[config.mk]
export PLATFORM = sky130hd
export DESIGN_NAME = joystick_event_latch
export DESIGN_NICKNAME = d
export VERILOG_FILES = /design/src/hdl/jel_pkg.sv /design/src/hdl/jel_ram.sv /design/src/hdl/jel_axis_div.sv /design/src/hdl/joystick_event_latch.sv
export SDC_FILE = /design/constraint.sdc
export NUM_CORES = 1
export LEC_CHECK = 0
export BUFFER_PORTS_ARGS = -buffer_cell sky130_fd_sc_hd__buf_2
export CAP_MARGIN = 20
export CORE_MARGIN = 2
export CORE_UTILIZATION = 65
export DETAILED_ROUTE_END_ITERATION = 10
export HOLD_SLACK_MARGIN = 0.12
export PLACE_DENSITY = 0.87
export SYNTH_ARGS = -nofsm -noshare
export SYNTH_HDL_FRONTEND = slang
export SYNTH_SLANG_ARGS = --single-unit
[constraint.sdc]
create_clock -name clk_i -period 20.6 [get_ports clk_i]
set_clock_uncertainty 0.2 [all_clocks]
set_input_delay 2.06 -clock clk_i [delete_from_list [all_inputs] [get_ports clk_i]]
set_output_delay 2.06 -clock clk_i [all_outputs]
set_load 0.02 [all_outputs]
[src/hdl/jel_pkg.sv]
// Shared types and constants for the joystick event latch.
// No dependencies; used by jel_axis_div and joystick_event_latch.
package jel_pkg;

  // Item opcodes
  localparam logic [1:0] OpEvent  = 2'd0;
  localparam logic [1:0] OpSample = 2'd1;
  localparam logic [1:0] OpRead   = 2'd2;

  // Event type bytes
  localparam logic [7:0] TypeButton = 8'd1;
  localparam logic [7:0] TypeAxis   = 8'd2;

  // Configuration register indexes
  localparam logic [2:0] RegButtonCount = 3'd0;
  localparam logic [2:0] RegAxisCount   = 3'd1;
  localparam logic [2:0] RegScaleZero   = 3'd2;
  localparam logic [2:0] RegScaleOne    = 3'd3;
  localparam logic [2:0] RegScaleTwo    = 3'd4;
  localparam logic [2:0] RegScaleThree  = 3'd5;

  // Field widths and constants
  localparam int unsigned AxisW     = 16;
  localparam int unsigned ProdW     = 32;
  localparam int unsigned OutBtnW   = 32;
  localparam int unsigned NumScales = 4;
  localparam logic signed [AxisW-1:0] ScaleReset = 16'sd256;
  localparam logic [16:0] FullScale  = 17'd32767;
  localparam logic [16:0] FullScale2 = 17'd65534;

  typedef logic signed [AxisW-1:0] axis_t;
  typedef logic signed [ProdW-1:0] prod_t;

endpackage

[src/hdl/jel_ram.sv]
// Generic single-write, single-read RAM with registered read data.
// No dependencies.
module jel_ram #(
  parameter int unsigned Width = 16,
  parameter int unsigned Depth = 4,
  parameter int unsigned AddrW = (Depth > 1) ? $clog2(Depth) : 1
) (
  input  logic             clk_i,
  input  logic             we_i,
  input  logic [AddrW-1:0] waddr_i,
  input  logic [Width-1:0] wdata_i,
  input  logic             re_i,
  input  logic [AddrW-1:0] raddr_i,
  output logic [Width-1:0] rdata_o
);

  logic [Width-1:0] mem_q [2**AddrW];
  logic [Width-1:0] rdata_q;

  // Write port
  always_ff @(posedge clk_i) begin
    if (we_i) begin
      mem_q[waddr_i] <= wdata_i;
    end
  end

  // Registered read port
  always_ff @(posedge clk_i) begin
    if (re_i) begin
      rdata_q <= mem_q[raddr_i];
    end
  end

  assign rdata_o = rdata_q;

endmodule

[src/hdl/jel_axis_div.sv]
// Divides a signed scale*value product by full scale (32767), truncating
// toward zero, and saturates to 16 bits. Depends on jel_pkg.
module jel_axis_div (
  input  jel_pkg::prod_t prod_i,
  output jel_pkg::axis_t quot_o
);

  logic        neg;
  logic [30:0] mag;
  logic [15:0] hi;
  logic [16:0] sum;
  logic [16:0] q;
  logic [16:0] q_neg;

  // a = hi*32768 + lo = hi*32767 + (hi + lo); hi + lo < 3*32767
  always_comb begin
    neg   = prod_i[jel_pkg::ProdW-1];
    mag   = neg ? 31'(-prod_i) : prod_i[30:0];
    hi    = mag[30:15];
    sum   = 17'(hi) + 17'(mag[14:0]);
    q     = 17'(hi) + 17'(sum >= jel_pkg::FullScale) + 17'(sum >= jel_pkg::FullScale2);
    q_neg = -q;
    if (neg) begin
      quot_o = q_neg[15:0];
    end else if (q > 17'd32767) begin
      quot_o = 16'sh7FFF;
    end else begin
      quot_o = q[15:0];
    end
  end

endmodule

[src/hdl/joystick_event_latch.sv]
// Top level of the joystick event latch: button bitmaps, axis store in RAM,
// scale pipeline and output register. Depends on jel_pkg, jel_ram, jel_axis_div.
//
//  Channel | Direction | Handshake                 | Payload
//  --------+-----------+---------------------------+---------------------------------
//  in      | sink      | in_valid_i / in_stall_o   | opcode, event_type, index, value
//  out     | source    | out_valid_o / out_stall_i | buttons, clears, reading, ignored
//  cfg     | sink      | cfg_valid_i / cfg_ready_o | cfg_index_i, cfg_data_i
//
// One item per cycle unless the output stalls; each result is valid at the
// output register behind stage 1. Stage 1 holds the registered product and
// the axis RAM's registered read; a forwarding register covers an axis write
// and a read of the same axis on one edge. Reset clears buttons and counts,
// restores the scales and clears the per-axis valid bits, so unwritten axes
// read as zero. A stalled output holds the result, then stage 1, then the input.
module joystick_event_latch #(
  parameter int unsigned MAX_BUTTONS = 32,
  parameter int unsigned MAX_AXES    = 4
) (
  input  logic        clk_i,
  input  logic        rst_ni,
  // configuration
  input  logic        cfg_valid_i,
  output logic        cfg_ready_o,
  input  logic [2:0]  cfg_index_i,
  input  logic [15:0] cfg_data_i,
  // input items
  input  logic        in_valid_i,
  output logic        in_stall_o,
  input  logic [1:0]  opcode_i,
  input  logic [7:0]  event_type_i,
  input  logic [7:0]  channel_index_i,
  input  logic signed [15:0] event_value_i,
  // results
  output logic        out_valid_o,
  input  logic        out_stall_i,
  output logic [31:0] button_states_o,
  output logic [31:0] clears_pending_o,
  output logic signed [15:0] axis_reading_o,
  output logic        index_ignored_o
);

  localparam int unsigned AxAddrW = (MAX_AXES > 1) ? $clog2(MAX_AXES) : 1;

  // Configuration registers
  logic [5:0]      btn_count_q;
  logic [2:0]      axis_count_q;
  jel_pkg::axis_t  scale_q [jel_pkg::NumScales];

  assign cfg_ready_o = 1'b1;

  always_ff @(posedge clk_i or negedge rst_ni) begin
    if (!rst_ni) begin
      btn_count_q  <= '0;
      axis_count_q <= '0;
      for (int i = 0; i < jel_pkg::NumScales; i++) begin
        scale_q[i] <= jel_pkg::ScaleReset;
      end
    end else if (cfg_valid_i) begin
      case (cfg_index_i)
        jel_pkg::RegButtonCount: btn_count_q  <= cfg_data_i[5:0];
        jel_pkg::RegAxisCount:   axis_count_q <= cfg_data_i[2:0];
        jel_pkg::RegScaleZero:   scale_q[0]   <= cfg_data_i;
        jel_pkg::RegScaleOne:    scale_q[1]   <= cfg_data_i;
        jel_pkg::RegScaleTwo:    scale_q[2]   <= cfg_data_i;
        jel_pkg::RegScaleThree:  scale_q[3]   <= cfg_data_i;
        default: ;
      endcase
    end
  end

  // Pipeline control
  logic s1_valid_q, out_valid_q;
  logic s1_adv, in_acc;

  assign s1_adv     = !out_valid_q || !out_stall_i;
  assign in_stall_o = s1_valid_q && !s1_adv;
  assign in_acc     = in_valid_i && !in_stall_o;

  // Decode the incoming item
  logic [7:0] btn_lim, axis_lim;
  logic       is_event, btn_ev, axis_ev, btn_in, axis_in;
  logic       do_btn, do_axis_wr, do_read, do_sample, ignored;

  always_comb begin
    btn_lim   = (8'(btn_count_q) > 8'(MAX_BUTTONS)) ? 8'(MAX_BUTTONS) : 8'(btn_count_q);
    axis_lim  = (8'(axis_count_q) > 8'(MAX_AXES)) ? 8'(MAX_AXES) : 8'(axis_count_q);
    is_event  = (opcode_i == jel_pkg::OpEvent);
    btn_ev    = is_event && (event_type_i == jel_pkg::TypeButton);
    axis_ev   = is_event && (event_type_i == jel_pkg::TypeAxis);
    btn_in    = channel_index_i < btn_lim;
    axis_in   = channel_index_i < axis_lim;
    do_btn    = btn_ev && btn_in;
    do_axis_wr = axis_ev && axis_in;
    do_read   = (opcode_i == jel_pkg::OpRead) && axis_in;
    do_sample = (opcode_i == jel_pkg::OpSample);
    ignored   = (is_event && !do_btn && !do_axis_wr)
             || ((opcode_i == jel_pkg::OpRead) && !axis_in);
  end

  // Button bitmaps, updated as the item is taken
  logic [MAX_BUTTONS-1:0] btn_q, btn_d, clr_q, clr_d, sel_mask;

  for (genvar b = 0; b < MAX_BUTTONS; b++) begin : g_mask
    assign sel_mask[b] = (channel_index_i == 8'(b));
  end

  always_comb begin
    btn_d = btn_q;
    clr_d = clr_q;
    if (do_btn) begin
      if (event_value_i != '0) begin
        btn_d = btn_q | sel_mask;
        clr_d = clr_q & ~sel_mask;
      end else begin
        clr_d = clr_q | sel_mask;
      end
    end else if (do_sample) begin
      btn_d = btn_q & ~clr_q;
      clr_d = '0;
    end
  end

  always_ff @(posedge clk_i or negedge rst_ni) begin
    if (!rst_ni) begin
      btn_q <= '0;
      clr_q <= '0;
    end else if (in_acc) begin
      btn_q <= btn_d;
      clr_q <= clr_d;
    end
  end

  // Stage 1: registered product and item snapshot
  jel_pkg::prod_t         s1_prod_q;
  logic                   s1_wr_q, s1_rd_q, s1_ign_q;
  logic [AxAddrW-1:0]     s1_addr_q;
  logic [MAX_BUTTONS-1:0] s1_btn_q, s1_clr_q;

  // Fill an empty stage 1 even while the output is stalled
  always_ff @(posedge clk_i or negedge rst_ni) begin
    if (!rst_ni) begin
      s1_valid_q <= 1'b0;
    end else if (s1_adv || !s1_valid_q) begin
      s1_valid_q <= in_acc;
    end
  end

  always_ff @(posedge clk_i) begin
    if (in_acc) begin
      s1_prod_q <= scale_q[channel_index_i[1:0]] * event_value_i;
      s1_wr_q   <= do_axis_wr;
      s1_rd_q   <= do_read;
      s1_ign_q  <= ignored;
      s1_addr_q <= channel_index_i[AxAddrW-1:0];
      s1_btn_q  <= btn_d;
      s1_clr_q  <= clr_d;
    end
  end

  // Scale and write back to the axis store
  jel_pkg::axis_t quot;
  logic           wr_en;

  jel_axis_div u_div (
    .prod_i (s1_prod_q),
    .quot_o (quot)
  );

  assign wr_en = s1_valid_q && s1_adv && s1_wr_q;

  jel_pkg::axis_t ram_rdata;

  jel_ram #(
    .Width (jel_pkg::AxisW),
    .Depth (MAX_AXES),
    .AddrW (AxAddrW)
  ) u_ram (
    .clk_i   (clk_i),
    .we_i    (wr_en),
    .waddr_i (s1_addr_q),
    .wdata_i (quot),
    .re_i    (in_acc),
    .raddr_i (channel_index_i[AxAddrW-1:0]),
    .rdata_o (ram_rdata)
  );

  // Written flags for axes; an unwritten axis reads as zero
  logic [2**AxAddrW-1:0] ax_vld_q;
  logic                  rd_vld_q, fwd_hit_q;
  jel_pkg::axis_t        fwd_data_q;

  always_ff @(posedge clk_i or negedge rst_ni) begin
    if (!rst_ni) begin
      ax_vld_q <= '0;
    end else if (wr_en) begin
      ax_vld_q[s1_addr_q] <= 1'b1;
    end
  end

  // Forward a write that lands on the same edge as the read
  always_ff @(posedge clk_i) begin
    if (in_acc) begin
      rd_vld_q   <= ax_vld_q[channel_index_i[AxAddrW-1:0]];
      fwd_hit_q  <= wr_en && (s1_addr_q == channel_index_i[AxAddrW-1:0]);
      fwd_data_q <= quot;
    end
  end

  jel_pkg::axis_t reading;

  always_comb begin
    if (!s1_rd_q) begin
      reading = '0;
    end else if (fwd_hit_q) begin
      reading = fwd_data_q;
    end else if (rd_vld_q) begin
      reading = ram_rdata;
    end else begin
      reading = '0;
    end
  end

  // Output register
  logic [MAX_BUTTONS-1:0] out_btn_q, out_clr_q;
  jel_pkg::axis_t         out_read_q;
  logic                   out_ign_q;

  always_ff @(posedge clk_i or negedge rst_ni) begin
    if (!rst_ni) begin
      out_valid_q <= 1'b0;
    end else if (s1_adv) begin
      out_valid_q <= s1_valid_q;
    end
  end

  always_ff @(posedge clk_i) begin
    if (s1_adv && s1_valid_q) begin
      out_btn_q  <= s1_btn_q;
      out_clr_q  <= s1_clr_q;
      out_read_q <= reading;
      out_ign_q  <= s1_ign_q;
    end
  end

  assign out_valid_o     = out_valid_q;
  assign axis_reading_o  = out_read_q;
  assign index_ignored_o = out_ign_q;

  // Show the low 32 button bits; fewer buttons are zero-extended
  if (MAX_BUTTONS >= jel_pkg::OutBtnW) begin : g_out_wide
    assign button_states_o  = out_btn_q[jel_pkg::OutBtnW-1:0];
    assign clears_pending_o = out_clr_q[jel_pkg::OutBtnW-1:0];
  end else begin : g_out_narrow
    assign button_states_o  = {{(jel_pkg::OutBtnW-MAX_BUTTONS){1'b0}}, out_btn_q};
    assign clears_pending_o = {{(jel_pkg::OutBtnW-MAX_BUTTONS){1'b0}}, out_clr_q};
  end

endmodule
# ---- Yosys cells after proc, flatten, opt, wreduce, memory -nomap -nowiden
# Memory sizes are Yosys's and may differ from the RTL's. A register that Yosys moved wholly into a read port is not among the register bits.
# Cells that the tools add are included.
dict set report op_classes {
  addsub 5
  n_div 0
  magnitude_cmp 11
  multipliers 1
  n_bitwise 8
  n_eq_ne 41
  n_mux 22
  n_shift 0
  n_reduce_logical 35
}
# op count
set op_table {}
lappend op_table {{32-bit two-way mux} 6}
lappend op_table {{8-bit by 5-bit equality test with 1-bit output, second input constant} 16}
lappend op_table {{16-bit two-way mux} 6}
lappend op_table {{32-bit AND} 2}
lappend op_table {{8-bit by 4-bit equality test with 1-bit output, second input constant} 8}
lappend op_table {{32-bit NOT} 2}
lappend op_table {{32-bit bitwise OR} 2}
lappend op_table {{16-bit binary-select mux with 2-bit select} 1}
lappend op_table {{8-bit by 3-bit equality test with 1-bit output, second input constant} 4}
lappend op_table {{16-bit by 16-bit multiplier with 32-bit output} 1}
lappend op_table {{31-bit two-way mux} 1}
lappend op_table {{31-bit negation} 1}
lappend op_table {{8-bit by 2-bit equality test with 1-bit output, second input constant} 3}
lappend op_table {{16-bit by 1-bit adder with 17-bit output} 1}
lappend op_table {{16-bit by 15-bit adder with 17-bit output} 1}
lappend op_table {{17-bit by 1-bit adder with 17-bit output} 1}
lappend op_table {{17-bit by 15-bit >= comparator with 1-bit output, second input constant} 1}
lappend op_table {{17-bit by 16-bit >= comparator with 1-bit output, second input constant} 1}
lappend op_table {{17-bit by 15-bit greater-than comparator with 1-bit output, second input constant} 1}
lappend op_table {{8-bit by 1-bit equality test with 1-bit output, second input constant} 2}
lappend op_table {{16-bit negation} 1}
lappend op_table {{16-bit nonzero test} 1}
lappend op_table {{1-bit logical AND} 14}
lappend op_table {{2-bit AND reduction} 6}
lappend op_table {{other kinds (25)} 40}
dict set report word_totals {
  n_memories 1
  ramBits 64
  output_inout_bits 84
  input_bits 58
  latch_bits 0
  reg_bits 343
  wordCells 149
  rom_bits 0
}
# memory words width rd rd_ports_with_merged_regs wr line_no
set memory_table {}
lappend memory_table {u_ram.mem_q 4 16 1 1 1 jel_ram.sv:17} ;# logic [Width-1:0] mem_q [2**AddrW];

# ---- Longest topological paths before layout
dict set report logic_depth {
  depth_word 9
  ltp_mapped 32
  depth_no_buf 30
}

# ---- Modules after synthesis
# From an unflattened synthesis, not the netlist that was laid out.
dict set report unflattened {
  hier_cells 2545
  hier_area_um2 29288.1
}
# module n_inst area_per_inst_um2 seq_area_each_um2 cells_each
set by_module_without_submodules {}
lappend by_module_without_submodules {joystick_event_latch 1 23655.2 9589.2 2048}
lappend by_module_without_submodules {jel_ram 1 2857.7 2402.3 104}
lappend by_module_without_submodules {jel_axis_div 1 2775.2 0.0 393}

# ---- Least setup slack after synthesis
# No wires, ideal clock.
dict set report synth_path {
  kind {input -> register}
  start {input port channel_index_i[0]}
  end {register s1_prod_q[30], data pin}
  required_ns 20.134
  setup_time_ns 0.266
  t_arrival_ns 8.920
  stages 25
  setup_slack_ns 11.214
  path_cell_list {buf_1 -> mux4_2 -> clkbuf_1 -> and2_1 -> fa_1 -> fa_1 -> inv_1 -> fa_1 -> inv_1 -> fa_1 -> inv_1 -> fa_1 -> inv_1 -> fa_1 -> ha_1 -> a21o_1 -> a21oi_1 -> nand2_1 -> a311o_1 -> a31oi_1 -> o21ai_0 -> and4_1 -> o31a_1 -> o41ai_1 -> xnor2_1}
}
dict set report synth_between {
  elab_chain_len 5
}
# element line_no
set synth_lines {}
lappend synth_lines {{start: declaration} joystick_event_latch.sv:32} ;# input logic [7:0] channel_index_i,
lappend synth_lines {{2-bit NOT with 3-bit output (not written as such)} joystick_event_latch.sv:151} ;# s1_prod_q <= scale_q[channel_index_i[1:0]] * event_value_i;
lappend synth_lines {{16-bit binary-select mux with 2-bit select} joystick_event_latch.sv:151}
lappend synth_lines {{16-bit two-way mux (not written as such) (2 in series)} joystick_event_latch.sv:151}
lappend synth_lines {{16-bit by 16-bit multiplier with 32-bit output} joystick_event_latch.sv:151}
lappend synth_lines {{end signal: assignment} joystick_event_latch.sv:151}
lappend synth_lines {{end: declaration} joystick_event_latch.sv:135} ;# jel_pkg::prod_t s1_prod_q;
# No other way between the ends. The select of a mux whose other input is x is not followed.
# A chain may end at the register's enable or synchronous reset.

# ---- Worst setup path after layout
# Same ends and word-level chain as after synthesis.

==> results_dict.tcl <==
set metrics [dict create \
    clk_pin_slew_worst_paths_ns 0.06 \
    antenna_cells 0 \
    layout_worst_path_cycle_share_pct 47.5 \
    drv_slew 0 \
    core_sq_um 44100 \
    firstDrtPassIters 6 \
    grt_antenna_before_repair 0 \
    min_delay_path_depth 0 \
    maximum_fanout_along_the_worst_path 51 \
    layout_common_cells "inv_1 (313), nand2_1 (289), edfxtp_1 (280), fa_1 (264)" \
    clockBufferDepth 3 \
    synth-warning-count 0 \
    clock_latency_ns 0.58 \
    fp.dieW_um 215 \
    fin_setup_tns_ns 0 \
    finalSetupViolCount 0 \
    initial_core_util_pct 65.6 \
    wire_per_inst_um 20.6 \
    io_pins 142 \
    worst-slew-pin-transition_ns 1.06 \
    synthArstFlopShare_pct 33.8 \
    synthFlopType "edfxtp_1" \
    root_buffer "clkbuf_16" \
    worst_path_max_stage_delay_ns 0.79 \
    synth.lib_cells_used.distinct 93 \
    post_route_cells_drive_above_1_share_pct 15.6 \
    synth.ff_latch_count 423 \
    h-tree-depth 2 \
    end_kind "flop" \
    synth-seq-area-share_pct 41.4 \
    slowest_stage "mux4_2" \
    vias 19818 \
    min-delay-path-class "reg2reg" \
    overflow 0 \
    hold_viol_final 0 \
    final_net_count 3032 \
    initialDrtViolationCount 1900 \
    relSlewSlack_pct 29.5 \
    cp.arrival_ns 9.92 \
    layout_commonest_cell "inv_1" \
    total_die_area_sq_um 46200 \
    numClockSinks 423 \
    remaining_drc_errors 0 \
    outcome "completed" \
    reg2reg_depth 24 \
    growth_of_design_area_from_synthesis_to_finish_pct 8.97 \
    cts.hold.buffers_added 0 \
    critPathMostFrequentCell "fa_1" \
    die_height_um 215 \
    synth_edf_count 280 \
    critical_path.startpoint_type "input port" \
    cap_violations 0 \
    cts_post_setup_buffers_inserted 0 \
    place.gp.congestion 0.946 \
    globalRouteTotalUtil_pct 29.4 \
    critPathRequiredTime_ns 20.72 \
    viasPerCell 6.14 \
    critPathKind "in2reg" \
    cts_tree "done" \
    dp_hpwl_um 48300 \
    numPortBuffers 140 \
    max_freq_mhz 102 \
    grt_first_pass_wirelength_um 108000 \
    core.rowCount 77 \
    totalWireLength_um 66500 \
    grt_pass1_vias 20832 \
    post_synth.cell_area_avg_sq_um 11.6 \
    grt_max_degree 122 \
    synthesis.instances 2500 \
    drt.antenna.violating_nets 0 \
    post_synthesis_cell_area_sq_um 28900 \
    setup_repair_after_global_routing_missed_its_margin "false" \
    synthesis.nets 2930 \
    cts_inserted_buffers 42 \
    post_cts_resize_count 0 \
    fin_crit_ns 9.79 \
]
registers in the layout, indices dropped and copies added (netlist names), 2 cells and up:
| signal | count |
|---|---|
| ax_vld_q | 4 |
| axis_count_q | 3 |
| axis_reading_o | 16 |
| btn_count_q | 6 |
| btn_q | 32 |
| button_states_o | 32 |
| clears_pending_o | 32 |
| clr_q | 32 |
| fwd_data_q | 16 |
| s1_addr_q | 2 |
| s1_btn_q | 32 |
| s1_clr_q | 32 |
| s1_prod_q | 32 |
| scale_q | 64 |
| u_ram.mem_q | 64 |
| u_ram.rdata_o | 16 |
critical path: cells and delay by family:
kind,cells,cell delay [ns]
xor+xnor,1,0.10
compound gates,7,1.91
mux,1,0.79
fa+ha+maj,7,3.38
buf+inv,6,1.04
simple gates,3,0.62
synth_stat cells, types with 5 or more instances:
library cell  instances  area, sq um
xor2_1               28          245
o21bai_1              6         45.0
nor2b_1              27          169
or2_2                 7         43.8
ha_1                108         1350
nand2_1             289         1080
or3_1                 9         56.3
edfxtp_1            280         8410
nor4_1               18          113
a22o_1               33          289
nor3_1               30          150
buf_1                12         45.0
a22oi_1              23          173
o21ai_1               5         25.0
a31oi_1               8         50.1
inv_1               314         1180
o21ai_0              62          310
and4_1                7         61.3
mux4_2               33          743
fa_1                264         5290
o31ai_1               7         52.6
and2_1              117          732
and3_1                7         43.8
xnor2_1              70          613
o41ai_1              11         96.3
nand4_1               9         56.3
mux2_2              103         1160
a21o_1               14          105
o211ai_1              5         37.5
a211oi_1              9         67.6
nor3b_1               7         52.6
nor2_1               90          338
a21oi_1             107          536
clkbuf_1             83          312
nand3_1              29          145
nand2b_1             34          213
o21a_1                6         45.0
dfrtp_1             139         3480
metal layers:
| metal | vias to the layer above | GRT usage [%] | part of all wire (%) |
|---|---|---|---|
| met5 | - | 0 | 0 |
| li1 | 8664 | - | - |
| met3 | 240 | 4.59 | 7.4 |
| met1 | 9915 | 37.6 | 37 |
| met2 | 999 | 49.8 | 51 |
| met4 | 0 | 14.0 | 4.9 |
kinds of logic (layout without fill, tap and decap cells):
family	count (synthesis)	in the layout	synth area share (%)
and+or+nand+nor	716	716	12.6
muxes	138	138	6.64
DFF	423	423	41.4
other	1	1	0.0130
buffers and inverters	419	554	5.52
xor gates and xnor gates	102	102	3.23
adders and majority gates	372	372	22.9
AOI/OAI and AO/OA	329	329	7.59
area by class of cell:
| class | instances | area, sq um |
|---|---|---|
| Timing Repair Buffer | 160 | 867 |
| Clock inverter | 19 | 205 |
| Sequential cell | 423 | 12000 |
| Clock buffer | 58 | 1140 |
| Multi-Input combinational cell | 1658 | 15400 |
| Tap cell | 592 | 741 |
| Inverter | 317 | 1190 |
| Fill cell | 2930 | 12600 |
worst paths after layout:
check / start / to / slack, ns
worst max-delay path: channel_index_i[0] / s1_prod_q[30] / 10.81
worst min-delay path: s1_clr_q[7] / clears_pending_o[7] / 0.21
worst max register to register: s1_prod_q[9] / fwd_data_q[15] / 11.79
worst min register to register: s1_clr_q[7] / clears_pending_o[7] / 0.21
max in group asynchronous: rst_ni / ax_vld_q[2] / 17.48
min in group asynchronous: rst_ni / scale_q[26] / 1.28
per-stage QoR:
step	instance area, sq um	util, %	hold WS, ns	cells	setup WS [ns]
after floorplan	28900	-	0.200	2500	11.21
after global placement	30200	68.4	0.201	3147	10.41
after detailed placement	30200	68.4	0.205	3150	10.21
final	31500	71.5	0.208	3227	10.81
after CTS	31500	71.5	0.212	3227	10.79
after global routing	31500	71.5	0.218	3227	10.29
Power is not shown: default switching activity piles up to over one toggle a cycle in this logic, so the estimate is an artifact.
